### config.mk
export PLATFORM = sky130hd
export DESIGN_NAME = counting_semaphore_wait_queue_top
export DESIGN_NICKNAME = d
export VERILOG_FILES = /design/src/hw/rtl/csq_pkg.sv /design/src/hw/rtl/csq_front.sv /design/src/hw/rtl/csq_engine.sv /design/src/hw/rtl/csq_result_fifo.sv /design/src/hw/rtl/counting_semaphore_wait_queue_top.sv
export SDC_FILE = /design/constraint.sdc
export NUM_CORES = 1
export LEC_CHECK = 0
export CAP_MARGIN = 40
export CORE_AREA = 2 2 155 157
export DETAILED_ROUTE_END_ITERATION = 8
export DIE_AREA = 0 0 157 159
export DONT_BUFFER_PORTS = 1
export MAX_ROUTING_LAYER = met4
export PLACE_DENSITY = 0.7
export SETUP_SLACK_MARGIN = 0.3
export SYNTH_ARGS = -nofsm -noshare
export SYNTH_HDL_FRONTEND = slang
export SYNTH_SLANG_ARGS = --single-unit
### constraint.sdc
create_clock -name clk -period 4.72 [get_ports clk]
set_clock_uncertainty 0.1 [all_clocks]
set_input_delay 0.472 -clock clk [delete_from_list [all_inputs] [get_ports clk]]
set_output_delay 0.472 -clock clk [all_outputs]
set_load 0.1 [all_outputs]
### src/hw/rtl/csq_pkg.sv
`default_nettype none
// ----------------------------------------------------------------------------
// Counting semaphore wait queue package
// Shared widths, command and status codes, and the word types passed between
// the front end, the execution engine and the result queue.
// ----------------------------------------------------------------------------
package csq_pkg;

    localparam int QUEUE_DEPTH    = 16;
    localparam int THREAD_ID_BITS = 8;

    localparam int PTR_W   = (QUEUE_DEPTH > 1) ? $clog2(QUEUE_DEPTH) : 1;
    localparam int TOTAL_W = $clog2(QUEUE_DEPTH + 1);
    localparam int CMD_W   = 3;
    localparam int STAT_W  = 3;
    localparam int COUNT_W = 11;
    localparam int INIT_W  = 10;
    localparam int TID_W   = THREAD_ID_BITS;

    localparam logic signed [COUNT_W-1:0] COUNT_MAX = COUNT_W'(1023);
    localparam logic signed [COUNT_W-1:0] COUNT_MIN = COUNT_W'(-QUEUE_DEPTH);

    localparam logic [CMD_W-1:0] CMD_WAIT   = 3'd0;
    localparam logic [CMD_W-1:0] CMD_SIGNAL = 3'd1;
    localparam logic [CMD_W-1:0] CMD_TRY    = 3'd2;
    localparam logic [CMD_W-1:0] CMD_CLOSE  = 3'd3;
    localparam logic [CMD_W-1:0] CMD_OPEN   = 3'd4;

    localparam logic [2:0] OP_NOP    = 3'd0;
    localparam logic [2:0] OP_WAIT   = 3'd1;
    localparam logic [2:0] OP_SIGNAL = 3'd2;
    localparam logic [2:0] OP_TRY    = 3'd3;
    localparam logic [2:0] OP_CLOSE  = 3'd4;
    localparam logic [2:0] OP_OPEN   = 3'd5;

    localparam logic [STAT_W-1:0] STAT_DONE     = 3'd0;
    localparam logic [STAT_W-1:0] STAT_BLOCKED  = 3'd1;
    localparam logic [STAT_W-1:0] STAT_TRY_FAIL = 3'd2;
    localparam logic [STAT_W-1:0] STAT_OVERFLOW = 3'd3;
    localparam logic [STAT_W-1:0] STAT_SAT      = 3'd4;

    typedef struct packed {
        logic [2:0]       op;
        logic [TID_W-1:0] tid;
    } front_word_t;

    typedef struct packed {
        logic                      valid;
        front_word_t               word;
    } front_out_t;

    typedef struct packed {
        logic [STAT_W-1:0]         status;
        logic signed [COUNT_W-1:0] count_after;
        logic                      wake_valid;
        logic [TID_W-1:0]          wake_thread;
        logic                      last;
    } result_word_t;

    function automatic logic [PTR_W-1:0] next_slot(input logic [PTR_W-1:0] p);
        logic [PTR_W-1:0] n;
        n = (p == PTR_W'(QUEUE_DEPTH - 1)) ? '0 : p + PTR_W'(1);
        return n;
    endfunction

endpackage
`default_nettype wire

### src/hw/rtl/csq_front.sv
`default_nettype none
// ----------------------------------------------------------------------------
// Counting semaphore front end
// Accepts command words, decodes each command into an operation and holds
// them in a two-entry queue until the engine takes them.
// ----------------------------------------------------------------------------
module csq_front (
    input  wire logic                        clk,
    input  wire logic                        rst_n,
    input  wire logic                        push,
    output logic                             full,
    input  wire logic [csq_pkg::CMD_W-1:0]   cmd,
    input  wire logic [csq_pkg::TID_W-1:0]   thread_id,
    output csq_pkg::front_out_t              front_out,
    input  wire logic                        take
);

    csq_pkg::front_word_t entry_reg [2];
    logic       wr_ptr_reg, wr_ptr_next;
    logic       rd_ptr_reg, rd_ptr_next;
    logic [1:0] fill_reg, fill_next;
    logic [2:0] op_dec;
    logic       wr_en;
    logic       rd_en;

    always_comb
    begin
        case (cmd)
            csq_pkg::CMD_WAIT:   op_dec = csq_pkg::OP_WAIT;
            csq_pkg::CMD_SIGNAL: op_dec = csq_pkg::OP_SIGNAL;
            csq_pkg::CMD_TRY:    op_dec = csq_pkg::OP_TRY;
            csq_pkg::CMD_CLOSE:  op_dec = csq_pkg::OP_CLOSE;
            csq_pkg::CMD_OPEN:   op_dec = csq_pkg::OP_OPEN;
            default:             op_dec = csq_pkg::OP_NOP;
        endcase
    end

    assign full  = (fill_reg == 2'd2);
    assign wr_en = push && !full;
    assign rd_en = take && (fill_reg != 2'd0);

    assign front_out.valid = (fill_reg != 2'd0);
    assign front_out.word  = entry_reg[rd_ptr_reg];

    always_comb
    begin
        wr_ptr_next = wr_en ? ~wr_ptr_reg : wr_ptr_reg;
        rd_ptr_next = rd_en ? ~rd_ptr_reg : rd_ptr_reg;
        fill_next   = fill_reg + 2'(wr_en) - 2'(rd_en);
    end

    always_ff @(posedge clk)
    begin
        if (wr_en)
        begin
            entry_reg[wr_ptr_reg].op  <= op_dec;
            entry_reg[wr_ptr_reg].tid <= thread_id;
        end
    end

    always_ff @(posedge clk or negedge rst_n)
    begin
        if (!rst_n)
        begin
            wr_ptr_reg <= 1'b0;
            rd_ptr_reg <= 1'b0;
            fill_reg   <= 2'd0;
        end
        else
        begin
            wr_ptr_reg <= wr_ptr_next;
            rd_ptr_reg <= rd_ptr_next;
            fill_reg   <= fill_next;
        end
    end

endmodule
`default_nettype wire

### src/hw/rtl/csq_engine.sv
`default_nettype none
// ----------------------------------------------------------------------------
// Counting semaphore execution engine
// Holds the count, the initial count register and the FIFO of blocked thread
// identifiers. While the result queue has room it carries out one operation
// per cycle; a close held at the front queue head frees one waiter per cycle.
// ----------------------------------------------------------------------------
module csq_engine (
    input  wire logic                        clk,
    input  wire logic                        rst_n,
    input  wire logic                        cfg_wr_en,
    input  wire logic [csq_pkg::INIT_W-1:0]  initial_count,
    input  wire csq_pkg::front_out_t         front_out,
    output logic                             take,
    input  wire logic                        res_full,
    output logic                             res_push,
    output csq_pkg::result_word_t            res_word
);

    logic [csq_pkg::INIT_W-1:0]         init_reg;
    logic signed [csq_pkg::COUNT_W-1:0] count_reg, count_next;
    logic [csq_pkg::TID_W-1:0]          waiter_reg [csq_pkg::QUEUE_DEPTH];
    logic [csq_pkg::PTR_W-1:0]          head_reg, head_next;
    logic [csq_pkg::PTR_W-1:0]          tail_reg, tail_next;
    logic [csq_pkg::TOTAL_W-1:0]        total_reg, total_next;
    logic                               enq;
    logic signed [csq_pkg::COUNT_W-1:0] count_dec;
    logic signed [csq_pkg::COUNT_W-1:0] count_inc;
    logic                               fire;

    assign count_dec = count_reg - csq_pkg::COUNT_W'(1);
    assign count_inc = count_reg + csq_pkg::COUNT_W'(1);
    assign fire      = front_out.valid && !res_full;
    assign res_push  = fire;

    always_comb
    begin
        count_next           = count_reg;
        head_next            = head_reg;
        tail_next            = tail_reg;
        total_next           = total_reg;
        enq                  = 1'b0;
        take                 = fire;
        res_word.status      = csq_pkg::STAT_DONE;
        res_word.wake_valid  = 1'b0;
        res_word.wake_thread = '0;
        res_word.last        = 1'b1;
        if (fire)
        begin
            case (front_out.word.op)
                csq_pkg::OP_WAIT:
                begin
                    if (count_reg > csq_pkg::COUNT_W'(0))
                    begin
                        count_next = count_dec;
                    end
                    else if (total_reg >= csq_pkg::TOTAL_W'(csq_pkg::QUEUE_DEPTH)
                             || count_reg <= csq_pkg::COUNT_MIN)
                    begin
                        res_word.status = csq_pkg::STAT_OVERFLOW;
                    end
                    else
                    begin
                        count_next      = count_dec;
                        enq             = 1'b1;
                        tail_next       = csq_pkg::next_slot(tail_reg);
                        total_next      = total_reg + csq_pkg::TOTAL_W'(1);
                        res_word.status = csq_pkg::STAT_BLOCKED;
                    end
                end
                csq_pkg::OP_SIGNAL:
                begin
                    if (count_reg >= csq_pkg::COUNT_MAX)
                    begin
                        res_word.status = csq_pkg::STAT_SAT;
                    end
                    else
                    begin
                        count_next = count_inc;
                        if (count_inc <= csq_pkg::COUNT_W'(0) && total_reg != '0)
                        begin
                            res_word.wake_valid  = 1'b1;
                            res_word.wake_thread = waiter_reg[head_reg];
                            head_next            = csq_pkg::next_slot(head_reg);
                            total_next           = total_reg - csq_pkg::TOTAL_W'(1);
                        end
                    end
                end
                csq_pkg::OP_TRY:
                begin
                    if (count_reg > csq_pkg::COUNT_W'(0))
                    begin
                        count_next = count_dec;
                    end
                    else
                    begin
                        res_word.status = csq_pkg::STAT_TRY_FAIL;
                    end
                end
                csq_pkg::OP_CLOSE:
                begin
                    if (total_reg == '0)
                    begin
                        head_next = '0;
                        tail_next = '0;
                    end
                    else
                    begin
                        res_word.wake_valid  = 1'b1;
                        res_word.wake_thread = waiter_reg[head_reg];
                        res_word.last        = (total_reg == csq_pkg::TOTAL_W'(1));
                        total_next           = total_reg - csq_pkg::TOTAL_W'(1);
                        head_next            = csq_pkg::next_slot(head_reg);
                        take                 = res_word.last;
                        if (res_word.last)
                        begin
                            head_next = '0;
                            tail_next = '0;
                        end
                    end
                end
                csq_pkg::OP_OPEN:
                begin
                    count_next = csq_pkg::COUNT_W'(init_reg);
                    head_next  = '0;
                    tail_next  = '0;
                    total_next = '0;
                end
                default:
                begin
                    count_next = count_reg;
                end
            endcase
        end
        res_word.count_after = count_next;
    end

    always_ff @(posedge clk)
    begin
        if (enq)
        begin
            waiter_reg[tail_reg] <= front_out.word.tid;
        end
    end

    always_ff @(posedge clk or negedge rst_n)
    begin
        if (!rst_n)
        begin
            init_reg  <= '0;
            count_reg <= '0;
            head_reg  <= '0;
            tail_reg  <= '0;
            total_reg <= '0;
        end
        else
        begin
            if (cfg_wr_en)
            begin
                init_reg <= initial_count;
            end
            count_reg <= count_next;
            head_reg  <= head_next;
            tail_reg  <= tail_next;
            total_reg <= total_next;
        end
    end

endmodule
`default_nettype wire

### src/hw/rtl/csq_result_fifo.sv
`default_nettype none
// ----------------------------------------------------------------------------
// Counting semaphore result queue
// Four-entry queue of result words between the engine and the consumer.
// ----------------------------------------------------------------------------
module csq_result_fifo (
    input  wire logic                   clk,
    input  wire logic                   rst_n,
    input  wire logic                   wr_en,
    input  wire csq_pkg::result_word_t  wr_word,
    output logic                        res_full,
    input  wire logic                   pop,
    output logic                        empty,
    output csq_pkg::result_word_t       rd_word
);

    csq_pkg::result_word_t entry_reg [4];
    logic [1:0] wr_ptr_reg, wr_ptr_next;
    logic [1:0] rd_ptr_reg, rd_ptr_next;
    logic [2:0] fill_reg, fill_next;
    logic       do_wr;
    logic       do_rd;

    assign res_full = (fill_reg == 3'd4);
    assign empty    = (fill_reg == 3'd0);
    assign do_wr    = wr_en && !res_full;
    assign do_rd    = pop && !empty;
    assign rd_word  = entry_reg[rd_ptr_reg];

    always_comb
    begin
        wr_ptr_next = wr_ptr_reg + 2'(do_wr);
        rd_ptr_next = rd_ptr_reg + 2'(do_rd);
        fill_next   = fill_reg + 3'(do_wr) - 3'(do_rd);
    end

    always_ff @(posedge clk)
    begin
        if (do_wr)
        begin
            entry_reg[wr_ptr_reg] <= wr_word;
        end
    end

    always_ff @(posedge clk or negedge rst_n)
    begin
        if (!rst_n)
        begin
            wr_ptr_reg <= '0;
            rd_ptr_reg <= '0;
            fill_reg   <= '0;
        end
        else
        begin
            wr_ptr_reg <= wr_ptr_next;
            rd_ptr_reg <= rd_ptr_next;
            fill_reg   <= fill_next;
        end
    end

endmodule
`default_nettype wire

### src/hw/rtl/counting_semaphore_wait_queue_top.sv
`default_nettype none
// ----------------------------------------------------------------------------
// Counting semaphore wait queue, top level
// Command words (cmd, thread_id) are written with push while full is low.
// Result words (status, count_after, wake_valid, wake_thread, last) are read
// with pop while empty is low; last marks the final word of a command.
// initial_count is written with cfg_wr_en while the block is idle.
// A command passes through the front queue and the result queue before its
// first result word reaches the result ports.
// Wait, signal, try_wait, open and unknown commands give one word. Close
// gives one word per released waiter, or one word when no thread waits.
// Except for a close that releases waiters, the engine takes one command per
// cycle while the result queue has room, by a single read-modify-write of
// the count and queue pointers.
// Reset clears the count, the initial count and the wait queue, and empties
// both internal queues. When the consumer stalls, the four-word result queue
// fills, the engine holds, and the two-word front queue then raises full.
// ----------------------------------------------------------------------------
module counting_semaphore_wait_queue_top (
    input  wire logic                                 clk,
    input  wire logic                                 rst_n,
    input  wire logic                                 push,
    output logic                                      full,
    input  wire logic [csq_pkg::CMD_W-1:0]            cmd,
    input  wire logic [csq_pkg::TID_W-1:0]            thread_id,
    output logic                                      empty,
    input  wire logic                                 pop,
    output logic [csq_pkg::STAT_W-1:0]                status,
    output logic signed [csq_pkg::COUNT_W-1:0]        count_after,
    output logic                                      wake_valid,
    output logic [csq_pkg::TID_W-1:0]                 wake_thread,
    output logic                                      last,
    input  wire logic                                 cfg_wr_en,
    input  wire logic [csq_pkg::INIT_W-1:0]           initial_count
);

    csq_pkg::front_out_t   front_out;
    csq_pkg::result_word_t res_in;
    csq_pkg::result_word_t res_out;
    logic                  take;
    logic                  res_full;
    logic                  res_push;

    csq_front u_front (
        .clk       (clk),
        .rst_n     (rst_n),
        .push      (push),
        .full      (full),
        .cmd       (cmd),
        .thread_id (thread_id),
        .front_out (front_out),
        .take      (take)
    );

    csq_engine u_engine (
        .clk           (clk),
        .rst_n         (rst_n),
        .cfg_wr_en     (cfg_wr_en),
        .initial_count (initial_count),
        .front_out     (front_out),
        .take          (take),
        .res_full      (res_full),
        .res_push      (res_push),
        .res_word      (res_in)
    );

    csq_result_fifo u_result_fifo (
        .clk      (clk),
        .rst_n    (rst_n),
        .wr_en    (res_push),
        .wr_word  (res_in),
        .res_full (res_full),
        .pop      (pop),
        .empty    (empty),
        .rd_word  (res_out)
    );

    assign status      = res_out.status;
    assign count_after = res_out.count_after;
    assign wake_valid  = res_out.wake_valid;
    assign wake_thread = res_out.wake_thread;
    assign last        = res_out.last;

endmodule
`default_nettype wire
==> reports/qor.csv <==
stage,metric,value,unit
status,status,"finished, final reports clean",
drt,drt via density,6.01,
synth,sequential share of the synthesized area,0.675,
critical_path,Worst setup EP type,flip-flop,
place,Detailed Place HPWL,16.2,mm
synth,Most used DFF post-synth,edfxtp_1,
floorplanning,Die Y,159,um
floorplanning,Core Area,23200,um^2
clocking,clock sinks,291,
synth,largest family of logic cells by synthesized area,multiplexers,
synth,Synthesized Nets,793,
timing,final worst path period share,0.787,
floorplanning,Die ar.,25000,um^2
synth,largest area contributor in the netlist,edfxtp_1,
clocking,htree depth,1,
synth,Yosys reg bits,291,
drt,1st-pass router iterations,5,
critical_path,Crit path largest cell delay,780,ps
global_route,pin count of the biggest net entering global routing,46,
synth,Simple-Gate Fraction of Synth Area,0.0699,
critical_path,CP max-delay cell,nor3_1,
global_route,Total GRT Usage,0.209,
synth,post-synthesis cell type count,70,
critical_path,Worst Setup Start Kind,flip-flop,
synth,Synth Area per Inst,16.9,um^2
synth,Synth area leaders,"edfxtp_1 59%, mux4_2 11%, dfrtp_1 8.9%",
final_layout,max reg flops,128,
synth,Post-synth EDFFs,246,
final_layout,Ant. Diodes,0,
critical_path,"Data arrival, critical path",3790,ps
floorplanning,width of the die,157,um
timing,Fmax,269,MHz
synth,synth cell count leaders,"246 x edfxtp_1, 64 x mux4_2, 45 x dfrtp_1",
timing,Tightest Pin Transition,969,ps
clocking,CTS buffer count,29,
place,Port Buf Inserts,0,
timing,Max transition margin,0.349,
timing,Final Max Slew Viols,0,
clocking,CTS tree,yes,
final_layout,layout cell share with drive strength beyond 1,0.201,
critical_path,CP Max Fanout,11,
global_route,total grt overflow,0,
timing,setup TNS,0,ps
synth,xor-xnor portion of the synthesized cell area,0.0153,
synth,Compound-Gate Fraction of Synth Area,0.0591,
flow_run,max cap viols,0,
clocking,Clock Path Buffers,3,
place,placer's final routability congestion estimate,0.929,
clocking,clock-pin transition on the worst setup and hold timing paths,60,ps
clocking,Root Driver,clkbuf_16,
critical_path,CP Data Required Time,4790,ps
clocking,Post-CTS Setup Bufs,0,
timing,final-report hold violation count,0,
timing,minimum clock period after layout,3710,ps
synth,share of the synthesized area in the top cell type,0.585,
hold_path,Hold WC Path Type,primary input to flip-flop,
floorplanning,Initial Utilization,0.544,
global_route,vias in the first global route,6905,
synth,multiplexer share of the synthesized area,0.140,
synth,post-synthesis cell count,748,
drt,via count,6754,
critical_path,"Worst Path Class, Setup",flip-flop to flip-flop,
synth,Ys Warns,0,
synth,most common cell in the netlist,edfxtp_1,
critical_path,worst-path cell chain,inv_1 > ha_1 > nor3b_2 > a31oi_1 > or3_4 > a2111oi_4 > nand2_1 > nor3_1,
drt,DRT iter0 DRCs,645,
drt,Residual DRC,0,
timing,Final Setup Violations,0,
drt,Routed WL per cell,22.3,um
drt,WL final,25.0,mm
synth,Synth Area in Adders,0.0194,
timing,unrepaired setup endpoints after global routing,false,
clocking,worst skew pair latency,560,ps
floorplanning,Core Rows,56,
final_layout,Layout area overhead,12.4,%
global_route,first-pass GRT wire length,38.8,mm
drt,Post-DRT Antenna Nets,0,
floorplanning,Top-Level Pins,52,
final_layout,fin nets,828,
synth,Syn Std Cell Area,12600,um^2
global_route,initial antenna violation count,0,
synth,post-synthesis async set-or-reset flop share,0.155,
[routing by layer]
| layer | share of wire | track usage | wire, um | vias up |
|---|---|---|---|---|
| met4 | 0.014 | 0.0446 | 343 | 0 |
| met3 | 0.065 | 0.0408 | 1620 | 32 |
| met5 | 0 | - | 0 | - |
| li1 | - | - | - | 3044 |
| met1 | 0.44 | 0.298 | 11100 | 3460 |
| met2 | 0.48 | 0.318 | 12000 | 218 |
[timing repair]
item | 4_1_cts | 5_1_grt
endpoints found under the hold margin | 71 | 0
setup endpoints to repair | 0 | 0
hold buffers | 30 | 0
gates resized for setup | 0 | 0
[area by class of cell]
cell class,instances,area (um^2)
inverter,22,82.6
tap,319,399
clock buffer,40,787
timing repair buffer,45,475
sequential,291,8510
clock inverter,12,76.3
fill,1666,9010
multi-input combinational,394,3840
[per-stage QoR]
stage / hold WS, ps / utilization / cells / instance area [um^2] / setup slack, ps
floorplan: 76.4 / - / 748 / 12600 / 529
global placement: 79.1 / 0.558 / 1036 / 12900 / 1090
detailed placement: 79.4 / 0.560 / 1040 / 13000 / 1090
CTS: 12.0 / 0.611 / 1122 / 14200 / 1070
global route: 6.30 / 0.611 / 1123 / 14200 / 797
finish: 14.9 / 0.611 / 1123 / 14200 / 1010
[worst paths after layout]
path / from / end / slack, ps / cells past startpoint
max: u_engine.count_reg[0] / u_engine.waiter_reg[2][7] / 1010 / 8
min: push / u_front.wr_ptr_reg / 10 / 2
max reg2reg: u_engine.count_reg[0] / u_engine.waiter_reg[2][7] / 1010 / 8
min reg2reg: u_result_fifo.rd_ptr_reg[0] / u_result_fifo.rd_ptr_reg[0] / 410 / 1
max in group asynchronous: rst_n / u_engine.head_reg[0] / 3940 / 2
min in group asynchronous: rst_n / u_front.wr_ptr_reg / 350 / 2
[kinds of logic after synthesis]
| logic type | after synthesis |
|---|---|
| flops | 291 |
| simple gates | 165 |
| compound gates | 95 |
| mux | 93 |
| buf+inv | 63 |
| xor+xnor | 22 |
| fa+ha+maj | 19 |
[worst max-delay path: cells and delay by family, from the launching register on]
family	cells	cell delay [ps]
DFF	1	500
adders and majority gates	1	150
AOI/OAI and AO/OA	2	690
buffers and inverters	1	140
and+or+nand+nor	4	1740
[cell usage in the layout (no fill, tap or decap), types with 20 or more instances in the layout]
master / Yosys / routed
edfxtp_1: 246 / 246
inv_1: 21 / 21
dlygate4sd3_1: 0 / 29
mux4_2: 64 / 64
dfrtp_1: 45 / 44
clkbuf_16: 0 / 30
o21ai_0: 20 / 20
nand2_1: 30 / 30
nor2_1: 42 / 41
mux2_2: 23 / 23
Power is not shown: default switching activity piles up to over one toggle a cycle in this logic, so the estimate is an artifact.
